`config.mk`:
```
export PLATFORM = sky130hd
export DESIGN_NAME = wmf_back
export DESIGN_NICKNAME = d
export VERILOG_FILES = /design/src/rtl/wmf_pkg.sv /design/src/rtl/wmf_back.sv
export SDC_FILE = /design/constraint.sdc
export NUM_CORES = 2
export LEC_CHECK = 0
export ABC_AREA = 1
export BUFFER_PORTS_ARGS = -buffer_cell sky130_fd_sc_hd__buf_2
export CORE_ASPECT_RATIO = 2
export CORE_MARGIN = 4
export CORE_UTILIZATION = 38
export CTS_BUF_LIST = sky130_fd_sc_hd__clkbuf_16
export CTS_CLUSTER_DIAMETER = 120
export DETAILED_ROUTE_END_ITERATION = 16
export PLACE_DENSITY = 0.53
export SLEW_MARGIN = 20
export SYNTH_ARGS = -nofsm -noshare
export SYNTH_HDL_FRONTEND = slang
export SYNTH_SLANG_ARGS = --single-unit
```
`constraint.sdc`:
```
create_clock -name i_clk -period 19.9 [get_ports i_clk]
set_input_delay 0 -clock i_clk [delete_from_list [all_inputs] [get_ports i_clk]]
set_output_delay 0 -clock i_clk [all_outputs]
set_load 0.01 [all_outputs]
```
`src/rtl/wmf_pkg.sv`:
```
// Shared constants and types of the windowed median image filter.
package wmf_pkg;

    localparam int WindowDef   = 3;
    localparam int MaxWidthDef = 2048;
    localparam int ChannelsDef = 3;

    localparam int MaxHeight   = 4096;
    localparam int FwW         = 12;
    localparam int FhW         = 13;
    localparam int ResetWidth  = 640;
    localparam int ResetHeight = 480;
    localparam int SampleW     = 8;
    localparam int OutChannels = 3;
    localparam int QueueDepth  = 4;

    typedef enum logic [0:0] {
        CFG_WIDTH  = 1'b0,
        CFG_HEIGHT = 1'b1
    } t_cfg_idx;

    // control word that travels with each column fetch
    typedef struct packed {
        logic emit;       // column completes an output window
        logic frame_end;  // output pixel is the last of the frame
    } t_op_ctl;

endpackage

```
`src/rtl/wmf_back.sv`:
```
// Back end: window shift, rank-based median select, output register.
module wmf_back import wmf_pkg::*; #(
    parameter int WINDOW   = WindowDef,
    parameter int CHANNELS = ChannelsDef
) (
    input  logic                                 i_clk,
    input  logic                                 i_rst_n,
    input  logic                                 i_qvalid,
    output logic                                 o_pop,
    input  t_op_ctl                              i_ctl,
    input  logic [WINDOW*((CHANNELS < OutChannels) ? CHANNELS : OutChannels)*SampleW-1:0] i_col,
    output logic                                 o_valid,
    input  logic                                 i_ready,
    output logic [OutChannels*SampleW-1:0]       o_data,
    output logic                                 o_last
);

    localparam int CH   = (CHANNELS < OutChannels) ? CHANNELS : OutChannels;
    localparam int PIXW = CH * SampleW;
    localparam int NN   = WINDOW * WINDOW;
    localparam int MID  = NN / 2;
    localparam int RKW  = $clog2(NN);

    logic [PIXW-1:0] r_win [NN];
    logic [PIXW-1:0] n_win [NN];

    logic            r_b_vld, r_b_fe;
    logic [PIXW-1:0] r_b_win [NN];
    logic            r_c_vld, r_c_fe;
    logic [PIXW-1:0] r_c_win [NN];
    logic [NN-1:0]   r_c_sel [CH];
    logic [NN-1:0]   sel [CH];
    logic            r_o_vld, r_o_fe;
    logic [OutChannels*SampleW-1:0] r_o_data, med;

    logic o_adv, c_ready, b_ready;

    assign o_adv   = !r_o_vld || i_ready;
    assign c_ready = !r_c_vld || o_adv;
    assign b_ready = !r_b_vld || c_ready;
    assign o_pop   = i_qvalid && (!i_ctl.emit || b_ready);

    // shift columns left, new column enters on the right
    always_comb begin
        for (int i = 0; i < WINDOW; i++) begin
            for (int j = 0; j < WINDOW - 1; j++) begin
                n_win[i*WINDOW+j] = r_win[i*WINDOW+j+1];
            end
            n_win[i*WINDOW+WINDOW-1] = i_col[i*PIXW +: PIXW];
        end
    end

    // rank of each element, ties broken by position
    always_comb begin
        logic [RKW-1:0]     rk;
        logic [SampleW-1:0] vk, vj;
        for (int c = 0; c < CH; c++) begin
            for (int k = 0; k < NN; k++) begin
                rk = '0;
                vk = r_b_win[k][c*SampleW +: SampleW];
                for (int j = 0; j < NN; j++) begin
                    vj = r_b_win[j][c*SampleW +: SampleW];
                    if (j != k && (vj < vk || (vj == vk && j < k))) begin
                        rk = rk + 1'b1;
                    end
                end
                sel[c][k] = (rk == RKW'(MID));
            end
        end
    end

    always_comb begin
        logic [SampleW-1:0] acc;
        med = '0;
        for (int c = 0; c < CH; c++) begin
            acc = '0;
            for (int k = 0; k < NN; k++) begin
                acc = acc | (r_c_win[k][c*SampleW +: SampleW] & {SampleW{r_c_sel[c][k]}});
            end
            med[c*SampleW +: SampleW] = acc;
        end
    end

    always_ff @(posedge i_clk) begin
        if (!i_rst_n) begin
            r_b_vld <= 1'b0;
            r_c_vld <= 1'b0;
            r_o_vld <= 1'b0;
        end else begin
            if (o_pop && i_ctl.emit) begin
                r_b_vld <= 1'b1;
            end else if (c_ready) begin
                r_b_vld <= 1'b0;
            end
            if (c_ready) begin
                r_c_vld <= r_b_vld;
            end
            if (o_adv) begin
                r_o_vld <= r_c_vld;
            end
        end
    end

    always_ff @(posedge i_clk) begin
        if (o_pop) begin
            r_win <= n_win;
        end
        if (o_pop && i_ctl.emit) begin
            r_b_win <= n_win;
            r_b_fe  <= i_ctl.frame_end;
        end
        if (c_ready) begin
            r_c_win <= r_b_win;
            r_c_sel <= sel;
            r_c_fe  <= r_b_fe;
        end
        if (o_adv) begin
            r_o_data <= med;
            r_o_fe   <= r_c_fe;
        end
    end

    assign o_valid = r_o_vld;
    assign o_data  = r_o_data;
    assign o_last  = r_o_fe;

endmodule

```
==> results.md <==
- Synth Net Count: 7670
- GRT Total Usage: 26.1%
- Clock Latency Late Sink: 0.67 ns
- Crit path arrival time: 6.92 ns
- WHS: 0.0540 ns
- Post-synthesis register bit count: 633
- CP Data Required Time: 20.44 ns
- Internal cell power: 3.00 mW
- Hold_sp: i_ctl[1]
- Sequential Area: 0.0190 mm^2
- Relative slew slack: 14.3%
- CP Launch Point: r_b_win[161]
- Final Hold Viols: 0
- TritonCTS clock tree: built
- Clock Skew: 0.0378 ns
- Layout area overhead: 11.2%
- Slowest stage cell, crit path: a211oi_1
- Mapped Area: 0.0538 mm^2
- Initial DRT Pass Iterations: 8
- Post-synthesis sequential area ratio: 35.2%
- Setup TNS: 0 ns
- Synth Instances: 6542
- Synth top area share: 35.1%
- Final max-slew violation count: 0
- Power share of the combinational group: 38.4%
- DR iter-0 viols: 2089
- CP Max Fanout: 6
- Synth unique cells: 54
- Final wirelength: 197000 um
- Most common cell on crit path: nand2_1
- Via count of the first global-routing pass: 45400
- Largest net degree at the start of global routing: 128
- Switching portion of total power: 40.8%
- Port buffer count: 104
- Post-synth ARST share: 0%
- IO Pins: 105
- DP Wirelength: 162000 um
- Core Region: 0.141 mm^2
- Leak: 30.5 nW
- Kind of critical path: reg -> reg
- Fin nets: 7923
- Chip Height: 540 um
- Power density over cell area: 84.6 mW/mm^2
- Residual DRC: 0
- DR vias: 45600
- Htree depth: 3
- Synth Flop Type: edfxtp_1
- Nature of the critical path endpoint: flop
- Post-synth top area cell: edfxtp_1
- Unrepaired setup endpoints after global routing: false
- Die width: 274 um
- Starting Density: 38.2%
- Clock transition at the registers of the reported paths: 0.07 ns
- Wire per inst: 22.5 um
- YS warnings: 0
- Period utilization: 32.1%
- Clock share of power: 25.8%
- Crit path largest cell delay: 0.58 ns
- Post-route ant nets: 0
- Synth area leaders: edfxtp_1, ha_1, nand2_1, inv_1, nand3_1
- Max Freq: 0.157 GHz
- Layout cells sized above 1: 6.55%
- Most frequent cells after synthesis: nand2_1, ha_1, inv_1
- Maximum clock path buffer count: 3
- Num CTS Buffers: 67
- Initial antenna violation count: 7
- Most common cell in the netlist: nand2_1
- Final min period: 6.38 ns
- Average footprint of a synthesized cell: 8.23 um^2
- Worst hold path type: in -> reg
- Post-synth EDFFs: 630
- Row Count: 195
- Core Util, Final: 42.5%
- First-pass GRT wire length: 282000 um
- GPL Wtd Cong: 0.988
- # resized after CTS: 0
- Worst r2r src: r_b_win[161]
- Max Cap Violations: 0
- Clk root buf: clkbuf_16
- Fill cells: 14200
- Worst Max-Slew Pin Slew: 1.28 ns
- Seq pwr share: 35.8%
- Maximum vdd drop: 0.0000877 V
- CP Launch Type: flop
- Multi-input logic area: 0.0310 mm^2
- Final Setup Violations: 0
- Die Area: 0.148 mm^2
- Via/cell ratio: 5.23
- CTS Sinks: 633
- Global route total overflow: 0
- Status: finished, final reports clean
- Net load switching power: 2.07 mW
==> cells in the final DEF, fill, tap and decap left out, types with 12 or more instances in the layout <==
master,count
inv_1,993
o21ai_1,53
nand2_2,72
a221oi_1,24
or2_2,25
a21oi_1,374
nor2_1,385
a211oi_1,26
clkbuf_16,69
o21ai_0,105
nor3_2,12
nand3b_1,41
nand3_1,454
nand2_1,1848
dlygate4sd3_1,80
o21a_1,28
ha_1,1050
edfxtp_1,630
nand4_1,144
inv_2,24
buf_4,27
nand3_2,29
buf_2,104
a22o_1,36
o211ai_1,32
==> per-stage QoR <==
stage	power [mW]	setup WS (ns)	std cells	cell area, um^2
5_1_grt	5.44	13.30	8718	59900
2_1_floorplan	3.11	5.92	6542	53800
3_5_place_dp	3.77	13.47	8517	56900
6_report	5.07	13.52	8719	59900
4_1_cts	5.12	13.53	8715	59900
3_3_place_gp	3.73	13.64	8517	56800
==> kinds of logic after synthesis <==
group           Yosys count  synth area share [%]
flops                   633                  35.2
fa+ha+maj              1050                  24.4
compound gates          737                  8.01
xor+xnor                 16                 0.288
simple gates           3067                  24.8
buf+inv                1039                  7.25
==> power by group through the flow <==
stage | combinational (mW) | clock, mW | sequential, mW
after detailed placement | 1.94 | 0 | 1.84
after global routing | 2.23 | 1.40 | 1.81
after CTS | 1.96 | 1.35 | 1.81
after global placement | 1.90 | 0 | 1.84
after floorplan | 1.41 | 0 | 1.70
final | 1.95 | 1.31 | 1.81
==> metal layers <==
layer | GRT usage, % | part of all wire, % | wire length (um) | up-vias
met5 | 0 | 0.0066 | 13 | -
met4 | 25.1 | 12 | 24000 | 2
met3 | 2.95 | 2.7 | 5330 | 583
met2 | 51.1 | 54 | 107000 | 987
met1 | 21.6 | 31 | 60200 | 21300
li1 | - | - | - | 22700
==> final timing paths <==
| check | end | slack (ns) | cells after the start |
|---|---|---|---|
| worst max-delay path | r_c_sel[2] | 13.52 | 32 |
| worst min-delay path | n_win[71] | 0.05 | 2 |
| worst max register to register | r_c_sel[2] | 13.52 | 32 |
| worst min register to register | r_b_win[61] | 0.40 | 0 |
==> state kept, by name, indices dropped and copies added (netlist names) <==
signal and count:
r_b_fe 1, r_c_sel 27, r_b_vld 1, o_last 1, n_win 144, o_valid 1, r_c_win 216, r_c_fe 1
o_data 24, r_c_vld 1, r_b_win 216
==> cell type report <==
class / instances / share of cell area, %
multi-input combinational: 4870 / 51.7
sequential: 633 / 31.7
inverter: 1011 / 6.36
tap: 1871 / 3.91
clock buffer: 69 / 2.88
timing repair buffer: 212 / 2.58
clock inverter: 49 / 0.836
antenna: 4 / 0.0167
==> repair_timing <==
action                                  in CTS  in global routing
endpoints found under the setup margin       0                  0
hold buffers                                80                  0
buffers inserted                             0                  0
endpoints found under the hold margin      172                  0
==> critical path: cells and delay by family, from the launching register on <==
family	cells	cell delay, ns
simple gates	14	1.68
compound gates	6	1.38
buf+inv	5	0.65
flops	1	0.51
fa+ha+maj	7	2.03
No activity file was read; power rests on OpenSTA's default activity.
