`config.mk`:
```
export PLATFORM = sky130hd
export DESIGN_NAME = wmf_fifo
export DESIGN_NICKNAME = d
export VERILOG_FILES = /design/src/rtl/wmf_fifo.sv
export SDC_FILE = /design/constraint.sdc
export NUM_CORES = 1
export LEC_CHECK = 0
export ABC_CLOCK_PERIOD_IN_PS = 1600
export CAP_MARGIN = 20
export CORE_MARGIN = 2
export CORE_UTILIZATION = 45
export DETAILED_ROUTE_END_ITERATION = 8
export DONT_BUFFER_PORTS = 1
export GPL_TIMING_DRIVEN = 0
export PLACE_DENSITY = 0.61
export SYNTH_ARGS = -nofsm -noshare
export SYNTH_HDL_FRONTEND = slang
export SYNTH_SLANG_ARGS = --single-unit
```
`constraint.sdc`:
```
create_clock -name i_clk -period 1.6 [get_ports i_clk]
set_input_delay 0.08 -clock i_clk [delete_from_list [all_inputs] [get_ports i_clk]]
set_output_delay 0.08 -clock i_clk [all_outputs]
set_load 0.02 [all_outputs]
```
`src/rtl/wmf_fifo.sv`:
```
// Short register queue between the fetch front end and the sorting back end.
module wmf_fifo #(
    parameter int WIDTH = 8,
    parameter int DEPTH = 4
) (
    input  logic                       i_clk,
    input  logic                       i_rst_n,
    input  logic                       i_push,
    input  logic [WIDTH-1:0]           i_data,
    input  logic                       i_pop,
    output logic [WIDTH-1:0]           o_data,
    output logic                       o_nempty,
    output logic [$clog2(DEPTH+1)-1:0] o_count
);

    localparam int PTRW = (DEPTH > 1) ? $clog2(DEPTH) : 1;
    localparam int CW   = $clog2(DEPTH+1);

    logic [WIDTH-1:0] r_mem [DEPTH];
    logic [PTRW-1:0]  r_wptr, n_wptr;
    logic [PTRW-1:0]  r_rptr, n_rptr;
    logic [CW-1:0]    r_cnt,  n_cnt;

    always_comb begin
        n_wptr = r_wptr;
        n_rptr = r_rptr;
        n_cnt  = r_cnt;
        if (i_push) begin
            n_wptr = (r_wptr == PTRW'(DEPTH-1)) ? '0 : r_wptr + 1'b1;
        end
        if (i_pop) begin
            n_rptr = (r_rptr == PTRW'(DEPTH-1)) ? '0 : r_rptr + 1'b1;
        end
        if (i_push && !i_pop) begin
            n_cnt = r_cnt + 1'b1;
        end else if (!i_push && i_pop) begin
            n_cnt = r_cnt - 1'b1;
        end
    end

    always_ff @(posedge i_clk) begin
        if (!i_rst_n) begin
            r_wptr <= '0;
            r_rptr <= '0;
            r_cnt  <= '0;
        end else begin
            r_wptr <= n_wptr;
            r_rptr <= n_rptr;
            r_cnt  <= n_cnt;
        end
    end

    always_ff @(posedge i_clk) begin
        if (i_push) begin
            r_mem[r_wptr] <= i_data;
        end
    end

    assign o_data   = r_mem[r_rptr];
    assign o_nempty = (r_cnt != '0);
    assign o_count  = r_cnt;

`ifndef ASSERT_OFF
    a_no_overflow: assert property (@(posedge i_clk) disable iff (!i_rst_n)
        !(i_push && !i_pop && r_cnt == CW'(DEPTH)))
        else $error("queue overflow");

    a_no_underflow: assert property (@(posedge i_clk) disable iff (!i_rst_n)
        !(i_pop && r_cnt == '0))
        else $error("queue underflow");

    a_count_track: assert property (@(posedge i_clk) disable iff (!i_rst_n)
        (i_push && !i_pop) |=> (r_cnt == $past(r_cnt) + 1'b1))
        else $error("queue count lost a push");
`endif

endmodule

```
==> results.txt, run 1 <==
worst vdd ir - 593 uV
HPWL Detailed - 1640 um
H-tree levels - 2
count leader, synth - edfxtp_1
max cap viols - 0
startpoint types - flop
area leader, netlist - edfxtp_1
number of CTS-inserted buffers - 5
Skew-Pair Late Insertion Delay - 340 ps
Pre-antenna DRT Iters - 3
Synth area leaders - edfxtp_1 60%, dfxtp_1 11%, mux4_2 11%, ha_1 4.7%, mux2i_1 2.5%
Largest delay share family, worst path - multiplexers
fin util - 54.0%
min-delay worst type - input pin to flop
initial DRC count - 26
final WL - 2480 um
fmax - 0.656 GHz
Top FF cell, synth - edfxtp_1
largest net degree at the start of global routing - 13
Largest stage delay, worst path - 600 ps
CP Capture Type - primary output
first-pass GRT wire length - 4040 um
Leak - 0.636 nW
CTS Sinks - 41
antenna cell count - 0
#FFs+latches synth - 41
Routed WL per cell - 16.5 um
number of global-route vias before repair - 824
Min Clock Period, post-route - 1520 ps
Via density - 5.02
Ys Warns - 0
clock root buffer - clkbuf_4
Post-synth EDFFs - 32
boundary pin count - 24
Synthesized Nets - 104
RSZ-0062 raised after global routing - false
sequential area share after synthesis - 70.9%
input/output buffers - 0
share of layout cells above drive strength 1 - 18.3%
Die Span X - 63.8 um
Setup Skew - 11.5 ps
Fillers - 288
DRC violations left - 0
DIE AREA - 0.00407 mm2
antenna viol nets, final - 0
Synth Cell Area - 0.00161 mm2
total track usage - 13.9%
CP max-delay cell - mux4_2
Longest Clk Path Bufs - 2
final setup fails - 0
RePlAce Congestion - 0.642
WP data arrival - 1440 ps
hold slack - 60.8 ps
Post-CTS Setup Bufs - 0
CTS tree - built
initial antenna violation count - 0
CP max FO - 8
initial core utilization - 47.5%
P&R area growth vs syn - 13.8%
die height - 63.8 um
Crit path required time - 1520 ps
final slew viol count - 0
DR vias - 753
synth cell count leaders - 32 x edfxtp_1, 9 x dfxtp_1, 8 x mux4_2
measured slew at the worst slew-check pin - 462 ps
status - complete, no violations
gr ovfl total - 0
Fin. Hold Viols - 0
CTS clk-pin slew, worst paths - 110 ps
crit-path cells - buf_6, mux4_2
setup tns final - 0 ps
Core ar. - 0.00339 mm2
Critical path buffers and inverters - 1
Syn Inst Count - 85
post-synth cell types - 19
PwrDens - 1090 mW/mm2
final-stage net count - 122
Async SR Flop Fraction - 0%
Setup CP Type - flop to primary output
Row Count - 21
Tcrit/Tclk final - 95.3%
synthesized area per cell - 18.9 um2
Max-slew headroom - 69.2%
Yosys top cell area share - 59.7%
-- layout by cell type, fill, tap and decap left out, types with 2 or more instances in the layout --
| cell type | Yosys | routed |
|---|---|---|
| inv_1 | 4 | 4 |
| clkbuf_4 | 0 | 5 |
| mux2i_1 | 4 | 4 |
| ha_1 | 6 | 6 |
| dfxtp_2 | 0 | 3 |
| mux4_2 | 8 | 8 |
| edfxtp_1 | 32 | 32 |
| clkinv_1 | 0 | 2 |
| dfxtp_1 | 9 | 6 |
| nor2b_1 | 5 | 5 |
| dlygate4sd3_1 | 0 | 11 |
| and2_1 | 5 | 5 |
| or3_1 | 2 | 2 |
-- final timing paths --
check             cells past startpoint  slack [ps]  startpoint    endpoint
setup / recovery                      2          80        flop   o_data[7]
hold / removal                        3          60       i_pop        flop
setup reg to reg                      4          90  o_count[0]  o_count[2]
hold reg to reg                       2         550   r_rptr[1]        flop
-- worst min-delay path: cells and delay by family --
| family | cells | cell delay [ps] |
|---|---|---|
| AOI/OAI and AO/OA | 1 | 180 |
| and+or+nand+nor | 1 | 50 |
| buffers and inverters | 1 | 60 |
-- stage by stage --
step | instances | area, um2 | worst slack (ps) | power [mW]
3_5_place_dp | 131 | 1670 | 42.0 | 1.51
5_1_grt | 150 | 1830 | 0.800 | 2.09
6_report | 150 | 1830 | 75.7 | 1.99
3_3_place_gp | 131 | 1670 | 73.6 | 1.50
2_1_floorplan | 85 | 1610 | 125 | 1.47
4_1_cts | 150 | 1830 | 12.0 | 2.01
-- what timing repair did --
action,in CTS,in global routing
hold endpoints to repair,41,0
hold buffers,11,0
setup endpoints to repair,0,9
gates resized for setup,0,3
-- power breakdown --
part | switching [mW] | total (mW) | internal, mW
Sequential | 0.0496 | 1.26 | 1.21
Combinational | 0.144 | 0.257 | 0.113
Clock | 0.311 | 0.471 | 0.159
Total | 0.505 | 1.99 | 1.49
-- metal layers --
metal | global-route usage [%] | vias to the layer above | part of all wire [%]
met5 | 0 | - | 0
li1 | - | 363 | -
met2 | 22.7 | 20 | 52
met4 | 5.98 | 0 | 1.3
met3 | 5.63 | 4 | 4.4
met1 | 16.3 | 366 | 43
-- area by class of cell --
class | instances | area, um2 | share of cell area, %
clock inverters | 3 | 12.5 | 0.684
plain buffers | 2 | 16.3 | 0.889
well taps | 46 | 57.6 | 3.14
flip-flops and latches | 41 | 1140 | 62.5
clock buffers | 5 | 37.5 | 2.05
inverters | 4 | 15.0 | 0.820
repair buffers | 11 | 110 | 6.02
multi-input cells | 38 | 437 | 23.9
-- sequential cells by signal, summed over array words and instances (netlist names), named ones only --
name,count
r_mem,32
o_count,3
r_rptr,2
r_wptr,2
-- logic make-up after synthesis --
logic type | after synthesis | share of synthesized area, %
mux | 12 | 13.7
flops | 41 | 70.9
xor+xnor | 2 | 1.09
simple gates | 14 | 5.21
buf+inv | 6 | 1.94
fa+ha+maj | 7 | 5.91
compound gates | 3 | 1.24
(Power assumes the default switching activity.)
==> run 2: changes to the inputs <==
- CTS_BUF_LIST: default -> sky130_fd_sc_hd__clkbuf_16
==> run 2 against run 1 <==
Against the previous run:
- combinational power about the same
- cell count down 0.67%
- total power up 23%
- die area unchanged
- via count up 2.5%
- critical path type is now flop to flop
- largest power group unchanged
==> results.txt, run 2 (synthesized netlist as in run 1, its figures left out) <==
final setup fails - 0
initial core utilization - 47.5%
Max-slew headroom - 68.0%
crit-path cells - fa_1, xor2_1, or3_1, a21boi_1
total track usage - 15.0%
CP max-delay cell - fa_1
fin util - 56.2%
Skew-Pair Late Insertion Delay - 280 ps
max cap viols - 0
boundary pin count - 24
DIE AREA - 0.00407 mm2
Setup CP Type - flop to flop
post-route cell area - 0.00191 mm2
CTS clk-pin slew, worst paths - 50 ps
number of global-route vias before repair - 823
measured slew at the worst slew-check pin - 481 ps
DR vias - 772
antenna cell count - 0
gr ovfl total - 0
Fin. Hold Viols - 0
largest net degree at the start of global routing - 13
min-delay worst type - input pin to flop
Core ar. - 0.00339 mm2
RSZ-0062 raised after global routing - false
CP max FO - 4
HPWL Detailed - 1640 um
input/output buffers - 0
RePlAce Congestion - 0.642
Die Span X - 63.8 um
worst vdd ir - 836 uV
Tcrit/Tclk final - 94.3%
Longest Clk Path Bufs - 2
Post-CTS Setup Bufs - 0
PwrDens - 1280 mW/mm2
Via density - 5.18
die height - 63.8 um
CP Capture Type - flop
initial DRC count - 24
startpoint types - flop
status - complete, no violations
CTS Sinks - 41
fmax - 0.663 GHz
H-tree levels - 2
Leak - 0.670 nW
Pre-antenna DRT Iters - 4
Largest stage delay, worst path - 430 ps
share of layout cells above drive strength 1 - 16.5%
first-pass GRT wire length - 4230 um
clock root buffer - clkbuf_16
Largest register FFs - 32
antenna viol nets, final - 0
total chip power - 2.44 mW
Routed WL per cell - 17.0 um
most frequent cells in the layout - 32 x edfxtp_1, 10 x dlygate4sd3_1, 8 x mux4_2, 8 x dfxtp_1, 6 x ha_1
initial antenna violation count - 0
Min Clock Period, post-route - 1510 ps
final slew viol count - 0
Post-DP Area - 0.00167 mm2
commonest non-fill, non-tap cell in the layout - edfxtp_1
hold slack - 19.2 ps
setup tns final - 0 ps
DRC violations left - 0
Row Count - 21
WP data arrival - 1720 ps
final WL - 2530 um
Fillers - 286
Setup Skew - 2.97 ps
number of CTS-inserted buffers - 5
P&R area growth vs syn - 18.4%
CTS tree - built
Crit path required time - 1810 ps
final-stage net count - 121
largest register by flop count - r_mem
run 2: changes by cell type in the layout (fill, tap and decap cells not counted):
cell,before,now
dfxtp_1,6,8
clkbuf_4,5,0
dlygate4sd3_1,11,10
dfxtp_2,3,1
clkbuf_16,0,5
run 2: repair_timing:
item / CTS / global route
resized for setup: 0 / 1
setup endpoints to repair: 0 / 1
endpoints found under the hold margin: 41 / 0
hold buffers: 10 / 0
run 2: per-stage QoR:
step / setup WS (ps) / std cells
finish: 91.4 / 149
detailed placement: 42.0 / 131
global route: 2.31 / 149
global placement: 73.6 / 131
CTS: 24.3 / 149
floorplan: 125 / 85
run 2: routing by layer:
metal	up-vias	wire length, um	track usage, %
met3	6	140	7.39
met1	387	1010	16.4
met5	-	0	0
li1	356	-	-
met2	23	1340	23.7
met4	0	34	8.70
run 2: worst paths after layout:
check | from | endpoint | slack, ps | cells past startpoint
min | i_pop | flop | 20 | 2
min reg2reg | r_rptr[1] | flop | 540 | 2
max reg2reg | o_count[1] | o_count[2] | 90 | 4
max | o_count[1] | o_count[2] | 90 | 4
run 2: layout make-up:
type / count / area (um2) / area share, %
Timing Repair Buffer: 10 / 100 / 5.25
Clock inverter: 3 / 12.5 / 0.657
Inverter: 4 / 15.0 / 0.788
Tap cell: 46 / 57.6 / 3.02
Multi-Input combinational cell: 38 / 437 / 22.9
Sequential cell: 41 / 1140 / 59.9
Buffer: 2 / 16.3 / 0.854
Clock buffer: 5 / 125 / 6.57
run 2: worst max-delay path: cells and delay by family, from the launching register on:
family,cells,cell delay (ps)
AOI/OAI and AO/OA,1,150
xor gates and xnor gates,1,160
adders and majority gates,1,430
DFF,1,400
and+or+nand+nor,1,310
run 2: power by group:
group | switching [mW] | internal (mW) | leakage [nW]
Sequential | 0.0500 | 1.21 | 0.369
Clock | 0.361 | 0.563 | 0.0687
Combinational | 0.142 | 0.111 | 0.233
==> run 3: changes to the inputs <==
- ABC_AREA: default -> 1
- HOLD_SLACK_MARGIN: default -> 0.1
==> run 3 against run 2 <==
Against the previous run:
- cell count grew 35%
- sequential power about the same
- register-to-register slack better by 160 ps
- largest power group is now the clock network
==> results.txt, run 3 <==
final WL - 3070 um
P&R area growth vs syn - 25.6%
Fin. Hold Viols - 0
DR vias - 1031
CTS clk-pin slew, worst paths - 60 ps
Crit path required time - 1780 ps
boundary pin count - 24
antenna cell count - 0
Setup Skew - 1.33 ps
largest net degree at the start of global routing - 14
Row Count - 21
HPWL Detailed - 1970 um
Via density - 5.13
CTS tree - built
share of layout cells above drive strength 1 - 18.7%
pre-CTS setup slack - 242 ps
status - complete, no violations
antenna viol nets, final - 0
input/output buffers - 0
Post-synth EDFFs - 32
number of global-route vias before repair - 1127
CTS Sinks - 41
max cap viols - 0
initial antenna violation count - 0
RSZ-0062 raised after global routing - false
DRC violations left - 0
Synth area leaders - edfxtp_1 58%, dfxtp_1 11%, nor2_1 5.2%, ha_1 4.6%, o21ai_0 4.6%
setup tns final - 0 ps
Largest register FFs - 32
Synth Cell Area - 0.00165 mm2
#FFs+latches synth - 41
final setup fails - 0
startpoint types - input pin
Synthesized Nets - 154
Worst Setup Slack, final - 161 ps
Fillers - 268
Leak - 0.805 nW
DIE AREA - 0.00416 mm2
first-pass GRT wire length - 5170 um
clock root buffer - clkbuf_16
number of CTS-inserted buffers - 5
commonest non-fill, non-tap cell in the layout - edfxtp_1
placed cell count - 181
gr ovfl total - 0
post-synth cell types - 19
area leader, netlist - edfxtp_1
Ys Warns - 0
min-delay worst type - input pin to flop
largest register by flop count - r_mem
final slew viol count - 0
most frequent cells in the layout - 32 x edfxtp_1, 23 x nor2_1, 15 x o21ai_0
Yosys top cell area share - 58.3%
initial DRC count - 45
RePlAce Congestion - 0.725
count leader, synth - edfxtp_1
synth cell count leaders - 32 x edfxtp_1, 23 x nor2_1, 15 x inv_1, 15 x o21ai_0
Die Span X - 64.5 um
fmax - 0.695 GHz
Max-slew headroom - 73.5%
post-route cell area - 0.00207 mm2
Min Clock Period, post-route - 1440 ps
Core ar. - 0.00342 mm2
Pre-antenna DRT Iters - 4
Tcrit/Tclk final - 90.0%
Routed WL per cell - 15.3 um
Skew-Pair Late Insertion Delay - 280 ps
total track usage - 17.0%
CP max FO - 4
Syn Inst Count - 135
Async SR Flop Fraction - 0%
total chip power - 2.83 mW
initial core utilization - 48.3%
PwrDens - 1370 mW/mm2
WP data arrival - 1620 ps
final-stage net count - 173
synthesized area per cell - 12.2 um2
die height - 64.5 um
sequential area share after synthesis - 69.2%
Longest Clk Path Bufs - 2
measured slew at the worst slew-check pin - 397 ps
Top FF cell, synth - edfxtp_1
H-tree levels - 2
worst vdd ir - 664 uV
Post-DP Area - 0.00171 mm2
CP Capture Type - flop
Setup CP Type - input pin to flop
non-filler cells in the finished layout - 201
-- run 3: cell types whose count changed in the layout (fill, tap and decap cells not counted), sizes merged, moves of 3 or more --
cell and change:
mux4 -8, nor2 +24, nor2b -5, and2 -5, mux2i -4, inv +12
a21oi +3, nand2 +9, o21ai +18, o22ai +8
-- run 3: power by group --
part / total, mW / switching, mW / internal, mW
logic: 0.294 / 0.190 / 0.104
registers: 1.26 / 0.0551 / 1.21
clock network: 1.27 / 0.379 / 0.890
-- run 3: final timing paths --
path                            depth (start not counted)        from    endpoint  slack (ps)
worst max-delay path                                   11       i_pop  o_count[2]         160
worst min-delay path                                    3      i_push  o_count[0]         150
worst max register to register                          3  o_count[0]  o_count[1]         250
worst min register to register                          2   r_wptr[1]   r_wptr[1]         540
-- run 3: worst max-delay path: stages --
cell	delay, ps
dlygate4sd3_1	560
inv_2	90
ha_2	180
inv_1	60
fa_2	330
inv_1	60
nand2_1	60
nand3_1	70
nand2_1	50
inv_1	40
nor2_1	30
-- run 3: final cells by class --
cell class / instances / area, um2 / area share (%)
timing repair buffer: 12 / 118 / 5.68
sequential: 41 / 1140 / 55.2
tap: 46 / 57.6 / 2.78
buffer: 2 / 22.5 / 1.09
clock inverter: 3 / 65.1 / 3.14
multi-input combinational: 76 / 480 / 23.2
inverter: 16 / 60.1 / 2.90
clock buffer: 5 / 125 / 6.04
-- run 3: metal layers --
metal / GRT usage (%) / wire [um] / vias up
met1: 19.4 / 1330 / 495
met2: 29.3 / 1550 / 26
met5: 0 / 0 / -
li1: - / - / 508
met3: 4.86 / 173 / 2
met4: 8.24 / 21 / 0
-- run 3: logic make-up after synthesis --
| logic type | share of synthesized area [%] |
|---|---|
| xor+xnor | 0.531 |
| compound gates | 10.2 |
| flops | 69.2 |
| fa+ha+maj | 5.77 |
| simple gates | 9.33 |
| buf+inv | 5.01 |
-- run 3: what timing repair did --
item | CTS | global route
endpoints found under the setup margin | 4 | 7
setup buffers | 0 | 1
hold endpoints to repair | 41 | 0
resized for setup | 4 | 9
hold buffers | 11 | 0
-- run 3: metrics by stage --
stage | hold slack [ps] | util [%]
2_1_floorplan | 179 | -
3_3_place_gp | 179 | 50.0
3_5_place_dp | 179 | 50.0
4_1_cts | 139 | 59.5
5_1_grt | 176 | 60.6
6_report | 148 | 60.6
